### config.mk
export PLATFORM = sky130hd
export DESIGN_NAME = vap_scan
export DESIGN_NICKNAME = d
export VERILOG_FILES = /design/src/rtl/core/vap_pkg.sv /design/src/rtl/core/vap_scan.sv
export SDC_FILE = /design/constraint.sdc
export NUM_CORES = 1
export LEC_CHECK = 0
export BUFFER_PORTS_ARGS = -buffer_cell sky130_fd_sc_hd__buf_2
export CAP_MARGIN = 25
export CORE_UTILIZATION = 25
export DETAILED_ROUTE_END_ITERATION = 16
export RECOVER_POWER = 100
export REMOVE_ABC_BUFFERS = 1
export SYNTH_ARGS = -nofsm -noshare
export SYNTH_HDL_FRONTEND = slang
export SYNTH_SLANG_ARGS = --single-unit
### constraint.sdc
create_clock -name clock -period 2.95 [get_ports clock]
set_input_delay 0.295 -clock clock [delete_from_list [all_inputs] [get_ports clock]]
set_output_delay 0.295 -clock clock [all_outputs]
set_load 0.05 [all_outputs]
### src/rtl/core/vap_pkg.sv
// Shared types, register indexes and helpers for the axial volume projection.
// Used by the scan counter, the pixel memory and the top level.
package vap_pkg;

   // Default volume limits.
   localparam int unsigned MAX_COLUMNS_DEF = 256;
   localparam int unsigned MAX_ROWS_DEF    = 256;
   localparam int unsigned MAX_SLICES_DEF  = 255;

   // Field and register widths.
   localparam int unsigned VOXEL_W     = 16;
   localparam int unsigned DEPTH_W     = 8;
   localparam int unsigned CSR_INDEX_W = 3;
   localparam int unsigned CSR_DATA_W  = 9;
   // Holds any clamped dimension up to 4096.
   localparam int unsigned LIM_W       = 13;

   localparam logic [CSR_INDEX_W-1:0] CSR_MODE    = CSR_INDEX_W'(0);
   localparam logic [CSR_INDEX_W-1:0] CSR_COLUMNS = CSR_INDEX_W'(1);
   localparam logic [CSR_INDEX_W-1:0] CSR_ROWS    = CSR_INDEX_W'(2);
   localparam logic [CSR_INDEX_W-1:0] CSR_SLICES  = CSR_INDEX_W'(3);

   typedef enum logic [1:0] {
      MODE_FIRST_DEPTH = 2'd0,
      MODE_FIRST_VALUE = 2'd1,
      MODE_MAX_DEPTH   = 2'd2,
      MODE_MAX_VALUE   = 2'd3
   } mode_type;

   // One memory word: running value and depth (z+1, zero means no hit).
   typedef struct packed {
      logic [VOXEL_W-1:0] value;
      logic [DEPTH_W-1:0] depth;
   } entry_type;

   // Position flags of one voxel, from the scan counter to the update stage.
   typedef struct packed {
      logic               first_slice;
      logic               last_slice;
      logic               end_image;
      logic [DEPTH_W-1:0] depth;
   } pos_type;

   // A zero dimension counts as one, anything above the limit as the limit.
   function automatic logic [LIM_W-1:0] clamp_dim(input logic [CSR_DATA_W-1:0] v,
                                                  input int unsigned hi);
      logic [LIM_W-1:0] r;
      if (v == '0) begin
         r = LIM_W'(1);
      end else if (32'(v) > hi) begin
         r = LIM_W'(hi);
      end else begin
         r = LIM_W'(v);
      end
      return r;
   endfunction

endpackage

### src/rtl/core/vap_scan.sv
// Configuration registers and the column, row and slice counters that place
// each voxel beat. Depends on vap_pkg.
module vap_scan import vap_pkg::*; #(
   parameter int unsigned MAX_COLUMNS = MAX_COLUMNS_DEF,
   parameter int unsigned MAX_ROWS    = MAX_ROWS_DEF,
   parameter int unsigned MAX_SLICES  = MAX_SLICES_DEF,
   parameter int unsigned ADDR_W      = 16
) (
   input  logic                   clock,
   input  logic                   reset,
   input  logic                   csr_write,
   input  logic [CSR_INDEX_W-1:0] csr_index,
   input  logic [CSR_DATA_W-1:0]  csr_data,
   input  logic                   step,
   output logic [ADDR_W-1:0]      addr,
   output pos_type                pos,
   output mode_type               mode
);

   localparam int unsigned COL_W = (MAX_COLUMNS > 1) ? $clog2(MAX_COLUMNS) : 1;
   localparam int unsigned ROW_W = (MAX_ROWS > 1) ? $clog2(MAX_ROWS) : 1;

   mode_type           mode_ff, mode_in;
   logic [LIM_W-1:0]   cols_lim_ff, cols_lim_in;
   logic [LIM_W-1:0]   rows_lim_ff, rows_lim_in;
   logic [LIM_W-1:0]   slices_lim_ff, slices_lim_in;
   logic [COL_W-1:0]   col_ff, col_in;
   logic [ROW_W-1:0]   row_ff, row_in;
   logic [ADDR_W-1:0]  base_ff, base_in;
   logic [DEPTH_W-1:0] slice_ff, slice_in;
   logic               last_col, last_row, last_slice;

   assign last_col   = (LIM_W'(col_ff) + LIM_W'(1)) >= cols_lim_ff;
   assign last_row   = (LIM_W'(row_ff) + LIM_W'(1)) >= rows_lim_ff;
   assign last_slice = (LIM_W'(slice_ff) + LIM_W'(1)) >= slices_lim_ff;

   assign addr = base_ff + ADDR_W'(col_ff);
   assign mode = mode_ff;

   always_comb begin
      pos.first_slice = (slice_ff == '0);
      pos.last_slice  = last_slice;
      pos.end_image   = last_row && last_col;
      pos.depth       = slice_ff + DEPTH_W'(1);
   end

   always_comb begin
      mode_in       = mode_ff;
      cols_lim_in   = cols_lim_ff;
      rows_lim_in   = rows_lim_ff;
      slices_lim_in = slices_lim_ff;
      col_in        = col_ff;
      row_in        = row_ff;
      base_in       = base_ff;
      slice_in      = slice_ff;
      if (csr_write) begin
         // Any write restarts the volume.
         case (csr_index)
            CSR_MODE:    mode_in       = mode_type'(csr_data[1:0]);
            CSR_COLUMNS: cols_lim_in   = clamp_dim(csr_data, MAX_COLUMNS);
            CSR_ROWS:    rows_lim_in   = clamp_dim(csr_data, MAX_ROWS);
            CSR_SLICES:  slices_lim_in = clamp_dim({1'b0, csr_data[7:0]}, MAX_SLICES);
            default:     ;
         endcase
         col_in   = '0;
         row_in   = '0;
         base_in  = '0;
         slice_in = '0;
      end else if (step) begin
         if (!last_col) begin
            col_in = col_ff + COL_W'(1);
         end else begin
            col_in = '0;
            if (!last_row) begin
               row_in  = row_ff + ROW_W'(1);
               base_in = base_ff + ADDR_W'(MAX_COLUMNS);
            end else begin
               row_in   = '0;
               base_in  = '0;
               slice_in = last_slice ? '0 : slice_ff + DEPTH_W'(1);
            end
         end
      end
   end

   always_ff @(posedge clock) begin
      if (reset) begin
         mode_ff       <= MODE_FIRST_DEPTH;
         cols_lim_ff   <= clamp_dim(CSR_DATA_W'(256), MAX_COLUMNS);
         rows_lim_ff   <= clamp_dim(CSR_DATA_W'(256), MAX_ROWS);
         slices_lim_ff <= clamp_dim(CSR_DATA_W'(255), MAX_SLICES);
         col_ff        <= '0;
         row_ff        <= '0;
         base_ff       <= '0;
         slice_ff      <= '0;
      end else begin
         mode_ff       <= mode_in;
         cols_lim_ff   <= cols_lim_in;
         rows_lim_ff   <= rows_lim_in;
         slices_lim_ff <= slices_lim_in;
         col_ff        <= col_in;
         row_ff        <= row_in;
         base_ff       <= base_in;
         slice_ff      <= slice_in;
      end
   end

endmodule

== After elaboration in Yosys (flattened, before gate mapping) ==
Index checks and enable logic that the tools add are counted.

* Register bits after elaboration: 81
* Bits in latches: 0
* Memory bits (writable): 0
* Bits in read-only memories: 0
* Bits of input ports: 16
* Output and inout bits: 29
* Logic and storage cells: 42
* Memories kept: 0

* Add/subtract/negate cells: 8
* Multiply operators: 0
* Divide/modulo/power cells: 0
* $lt $le $gt $ge: 4
* Eq/ne operators: 3
* Shifts and indexed selects: 0
* Multiplexer cells: 7
* Bitwise operators: 0
* Reductions and logical operators: 12

{| class="wikitable"
|+ Operator list
! cell !! number
|-
| 9-bit by 13-bit greater-or-equal comparator with 1-bit output || 3
|-
| 8-bit 2-to-1 mux || 4
|-
| 8-bit by 1-bit adder with 9-bit output, second input constant || 3
|-
| 8-bit by 1-bit adder with 8-bit output, second input constant || 3
|-
| 16-bit by 8-bit adder with 16-bit output || 1
|-
| 16-bit by 9-bit adder with 16-bit output, second input constant || 1
|-
| 8-bit zero test || 2
|-
| 16-bit 2-to-1 mux || 1
|-
| 13-bit 2-to-1 mux || 1
|-
| 2-bit AND reduction || 5
|-
| 9-bit greater-than comparator, second input constant || 1
|-
| 9-bit zero test || 1
|-
| 9-bit 2-to-1 mux || 1
|-
| 3-bit by 2-bit == test with 1-bit output, second input constant || 2
|-
| 3-bit by 1-bit == test with 1-bit output, second input constant || 1
|-
| 3-bit zero test || 1
|-
| 3-bit AND reduction || 1
|-
| 2-bit OR reduction || 1
|-
| 1-bit logical AND || 1
|}

== Logic depth before layout (Yosys ltp) ==
* Word-level depth: 3
* Mapped depth: 12
* Gate-level depth less buffers: 11

== Worst setup path after synthesis ==
No wires, ideal clock.

* Kind: register -> output
* Start point: register slice_ff[0]
* End point: output pos[9] (netlist name)
* Arrival: 3.129 ns
* Setup slack: -0.474 ns
* Stages on the path, launching flop included: 12
* Buffers on the path: 2
* Path through: dfxtp_1 -> ha_1 -> and3_1 -> buf_6 -> and3_1 -> xor2_1 -> ha_1 -> a21oi_1 -> o21ai_0 -> a221oi_4 -> inv_1 -> buf_4

* Longest elaborated chain between the ends: 2

{| class="wikitable"
|+ RTL lines
! item !! RTL line !! source
|-
| start: declaration || vap_scan.sv:30 || <nowiki>logic [DEPTH_W-1:0] slice_ff, slice_in;</nowiki>
|-
| start signal: assignment || vap_scan.sv:104 || <nowiki>slice_ff <= slice_in;</nowiki>
|-
| 8-bit by 1-bit adder with 9-bit output || vap_scan.sv:35 || <nowiki>assign last_slice = (LIM_W'(slice_ff) + LIM_W'(1)) >= slices_lim_ff;</nowiki>
|-
| 9-bit by 13-bit greater-or-equal comparator with 1-bit output || vap_scan.sv:35 ||
|-
| end: declaration || vap_scan.sv:16 || <nowiki>output pos_type pos,</nowiki>
|}

Every way passes these cells.

==> out/qor.log <==
qor: sta.number_of_endpoints_with_negative_hold_slack_in_the_final_report 0
qor: worst_setup_path.timing.critical_path.mode_cell sky130_fd_sc_hd__and3_4
qor: drt.wl 8.60 mm
qor: worst_setup_path.highest_fanout_seen_on_the_critical_path 4
qor: synthesis.synth_fa_ha_area_share 10.8%
qor: min_path.min_delay_path_depth 3
qor: final_layout.insertedDiodeCount 0
qor: sta.fin_crit 2.87 ns
qor: worst_setup_path.worst_r2r_path_depth 12
qor: worst_setup_path.critical_path_required 2.65 ns
qor: die.floorplan.rows 43
qor: min_path.hold_path_startpoint csr_data[0]
qor: sta.setup_viol 0
qor: power_and_ir_drop.sequentialPowerShare 41.2%
qor: job.max_cap_viol_count 0
qor: synthesis.synth_async_sr_flop_share 0%
qor: power_and_ir_drop.power_share_of_the_combinational_group 6.3%
qor: clock_tree.clockBufferDepth 2
qor: grt.largest_net_degree_at_the_start_of_global_routing 31
qor: clock_tree.hold_buffers 0
qor: synthesis.synth.cell_area 3590 µm²
qor: min_path.hold_class input pin to register
qor: clock_tree.ctsHtreeMaxLevel 3
qor: grt.grt_first_pass_wirelength 13.7 mm
qor: grt.remaining_global_route_overflow 0
qor: synthesis.synth_top_cell_area_share 33.4%
qor: clock_tree.cts_tree yes
qor: worst_setup_path.rrSetupSlack 0.16 ns
qor: sta.max_slew.worst_pin.slew 0.616 ns
qor: final_layout.drive_above_1_share 21.9%
qor: synthesis.muxShareOfSynthArea 0.836%
qor: synthesis.synth_compound_area_share 16.2%
qor: sta.report.final.slew_viol_count 0
qor: place.placement.setup.worst_slack 0.0538 ns
qor: die.die_width 122 µm
qor: synthesis.xor_and_xnor_fraction_of_the_mapped_netlist_area 7.56%
qor: drt.number_of_detailed_route_iterations_in_the_first_pass 4
qor: min_path.endpoint_of_the_worst_hold_path mode[0]
qor: power_and_ir_drop.total_leakage_power 1.86 nW
qor: final_layout.layout-area-overhead-vs-synth 25.7%
qor: worst_setup_path.timing.critical_path.slowest_stage_cell sky130_fd_sc_hd__dfxtp_4
qor: clock_tree.clockRootBuffer sky130_fd_sc_hd__clkbuf_16
qor: worst_setup_path.r2r-start row_ff[0]
qor: drt.dr.first_iter.drc_count 94
qor: worst_setup_path.critical_path.cell_chain ha_4 > and3_4 > and3_4 > xor2_2 > ha_1 > a211oi_2 > o21bai_1 > or2_4 > and2_4 > buf_8
qor: drt.drc_violations_left 0
qor: synthesis.post_synth_num_cell_types 55
qor: die.floorplan.initialDensity 25.8%
qor: clock_tree.clock_transition_at_the_registers_of_the_reported_paths 0.05 ns
qor: synthesis.yosys.cell_count.top_type sky130_fd_sc_hd__nand2_1
qor: worst_setup_path.critical-path-max-stage-delay 0.36 ns
qor: power_and_ir_drop.max-vdd-ir-drop 0.287 mV
qor: final_layout.fillerInstances 1453
qor: power_and_ir_drop.p_clk_share 52.5%
qor: die.dieArea 14900 µm²
qor: synthesis.synth_edf_count 0
qor: worst_setup_path.cp-end-kind output pin
qor: synthesis.synth_seq_area_share 33.4%
qor: final_layout.fin_nets 535
qor: power_and_ir_drop.power.density_cell_area 443 nW/µm²
qor: worst_setup_path.crit_type register to output pin
qor: sta.timing.max_slew.rel_slack 59.1%
qor: worst_setup_path.critical-path-top-delay-family simple AND/OR/NAND/NOR gates
qor: run_status.run_status complete, no violations
qor: die.fp.dieH 122 µm
qor: worst_setup_path.worstPathArrival 2.58 ns
qor: synthesis.ys_warn_count 0
qor: sta.clock_skew 0.00746 ns
qor: synthesis.mean_instance_size_in_the_synthesized_netlist 8.17 µm²
qor: synthesis.synthesis.instances 440
qor: power_and_ir_drop.power.switching_fraction 22.0%
qor: drt.ant_nets 0
qor: worst_setup_path.cp.depth 10
qor: sta.max_clock_freq 0.348 GHz
qor: drt.detail_route.vias_per_cell 4.65
qor: power_and_ir_drop.post-layout-total-power 0.00200 W
qor: clock_tree.clock_sinks 60
qor: synthesis.ys_ff_latch 60
qor: grt.grt_antenna_before_repair 0
qor: drt.route.vias.total 3129
qor: power_and_ir_drop.p_switching 0.000440 W
qor: synthesis.synth_top_family_by_area simple AND/OR/NAND/NOR gates
qor: power_and_ir_drop.power_report.internal_total 0.00156 W
qor: synthesis.synth.largest_area_cell sky130_fd_sc_hd__dfxtp_1
qor: synthesis.synth_commonest_cells 65 x sky130_fd_sc_hd__nand2_1, 60 x sky130_fd_sc_hd__dfxtp_1, 34 x sky130_fd_sc_hd__a21oi_1, 32 x sky130_fd_sc_hd__nor2_1, 31 x sky130_fd_sc_hd__ha_1
qor: clock_tree.tritoncts_buffers 9
qor: worst_setup_path.r2r_end slice_ff[3]
qor: place.portBuffers 44
qor: die.top_level_ports 45
qor: worst_setup_path.bufs_and_invs_on_worst_path 1
qor: synthesis.post_synth_and_or_nand_nor_area_fraction 23.7%
qor: synthesis.synth_top_cells_by_area sky130_fd_sc_hd__dfxtp_1 33%, sky130_fd_sc_hd__ha_1 11%, sky130_fd_sc_hd__nand2_1 6.8%
qor: grt.grt_use_total 11.7%
qor: sta.setup_tns 0 ns
qor: synthesis.yosys_most_used_dff sky130_fd_sc_hd__dfxtp_1
qor: sta.part_of_the_cycle_the_worst_path_needs 97.4%
qor: worst_setup_path.crit_path_start_kind register
qor: place.place_congestion 0.863
qor: sta.finalWorstSetupSlack 0.0776 ns
qor: die.core_footprint 13900 µm²
qor: clock_tree.clk_latency 0.33 ns
qor: grt.grt_pass1_vias 3022
qor: drt.detail_route.wl_per_cell 12.8 µm
qor: place.dp_hpwl 6.33 mm
[stage by stage]
step / util, % / area, µm² / instances / hold slack, ns
finish: 32.4 / 4520 / 673 / 0.218
detailed placement: 28.7 / 3990 / 648 / 0.449
floorplan: - / 3430 / 408 / 0.364
global route: 32.4 / 4520 / 673 / 0.246
global placement: 28.7 / 3990 / 648 / 0.448
CTS: 31.4 / 4380 / 666 / 0.212
[sequential cells by signal (all words and copies together), names as in the netlist]
signal         flops
slices_lim_ff      8
cols_lim_ff        9
slice_ff           8
col_ff             8
mode               2
base_ff            8
row_ff             8
rows_lim_ff        9
[cells in the final DEF (no fill, tap or decap), types with 3 or more instances in the layout]
cell / Yosys / layout
sky130_fd_sc_hd__buf_2: 0 / 15
sky130_fd_sc_hd__ha_1: 31 / 27
sky130_fd_sc_hd__nand3b_1: 8 / 8
sky130_fd_sc_hd__buf_4: 4 / 24
sky130_fd_sc_hd__and3_1: 11 / 6
sky130_fd_sc_hd__mux2i_1: 3 / 3
sky130_fd_sc_hd__ha_4: 0 / 4
sky130_fd_sc_hd__nor2b_1: 10 / 10
sky130_fd_sc_hd__nand3_1: 18 / 15
sky130_fd_sc_hd__a21oi_2: 4 / 4
sky130_fd_sc_hd__o21ai_0: 15 / 13
sky130_fd_sc_hd__dfxtp_2: 0 / 7
sky130_fd_sc_hd__a21o_1: 5 / 5
sky130_fd_sc_hd__dfxtp_4: 0 / 4
sky130_fd_sc_hd__nor2_1: 32 / 29
sky130_fd_sc_hd__or3_1: 5 / 5
sky130_fd_sc_hd__a211o_1: 3 / 3
sky130_fd_sc_hd__xor2_1: 24 / 22
sky130_fd_sc_hd__and3_4: 0 / 4
sky130_fd_sc_hd__nor2_2: 1 / 4
sky130_fd_sc_hd__xnor2_1: 7 / 6
sky130_fd_sc_hd__inv_1: 28 / 28
sky130_fd_sc_hd__a21oi_1: 34 / 34
sky130_fd_sc_hd__or4_1: 3 / 3
sky130_fd_sc_hd__nand3_2: 0 / 3
sky130_fd_sc_hd__clkbuf_1: 23 / 28
sky130_fd_sc_hd__nand4_1: 4 / 4
sky130_fd_sc_hd__nand2_1: 65 / 65
sky130_fd_sc_hd__clkbuf_16: 0 / 9
sky130_fd_sc_hd__dfxtp_1: 60 / 49
[logic make-up (layout without fill, tap and decap cells)]
family                   Yosys count  count (layout)
AO/OA/AOI/OAI                     82              82
XOR/XNOR                          31              31
adder cells (fa/ha/maj)           31              31
buffers and inverters             60             113
flip-flops                        60              60
multiplexers                       3               3
AND/OR/NAND/NOR                  173             173
[worst max-delay path by stage]
| stage | startpoint | end | slack, ns |
|---|---|---|---|
| floorplan | slice_ff[0] | pos[9] | -0.51 |
| global placement | row_ff[0] | slice_ff[3] | 0.10 |
| detailed placement | row_ff[0] | slice_ff[3] | 0.05 |
| CTS | slice_ff[1] | pos[9] | 0.002 |
| global route | row_ff[0] | pos[8] | -0.01 |
| finish | col_ff[1] | pos[8] | 0.08 |
[cell type report]
| type | count | area (µm²) | area share [%] |
|---|---|---|---|
| clock buffer | 12 | 256 | 5.68 |
| clock inverter | 4 | 47.5 | 1.05 |
| inverter | 28 | 105 | 2.33 |
| multi-input combinational | 320 | 2280 | 50.4 |
| sequential | 60 | 1220 | 27.1 |
| tap | 180 | 225 | 4.99 |
| timing repair buffer | 69 | 382 | 8.45 |
[worst reg2reg max path: stages, from the launching register on]
cell and delay [ns]:
sky130_fd_sc_hd__dfxtp_4 0.38, sky130_fd_sc_hd__ha_4 0.16, sky130_fd_sc_hd__nand3_2 0.10, sky130_fd_sc_hd__nor2_2 0.16
sky130_fd_sc_hd__xor2_1 0.10, sky130_fd_sc_hd__ha_1 0.31, sky130_fd_sc_hd__nand2_1 0.07, sky130_fd_sc_hd__or3_4 0.38
sky130_fd_sc_hd__o211ai_4 0.23, sky130_fd_sc_hd__buf_4 0.14, sky130_fd_sc_hd__o211a_1 0.37, sky130_fd_sc_hd__nor2_2 0.05
sky130_fd_sc_hd__o22a_1 0.21
[power by group through the flow]
stage	sequential, W	combinational [W]	clock, W
floorplan	0.000848	0.0000652	0
global placement	0.000842	0.000119	0
detailed placement	0.000843	0.000122	0
CTS	0.000826	0.000125	0.00107
global route	0.000824	0.000140	0.00110
finish	0.000824	0.000127	0.00105
[timing repair]
| action | CTS | global route |
|---|---|---|
| resized for setup | 19 | 29 |
| setup endpoints to repair | 2 | 22 |
| buffers inserted | 2 | 7 |
| pin swaps | 2 | 11 |
[layer usage]
layer / wire length (µm) / global-route usage, % / vias up
met2: 4300 / 20.1 / 55
met5: 0 / 0 / -
met4: 262 / 6.10 / 0
met3: 310 / 2.57 / 20
li1: - / - / 1582
met1: 3730 / 13.6 / 1472
(Power assumes the default switching activity.)
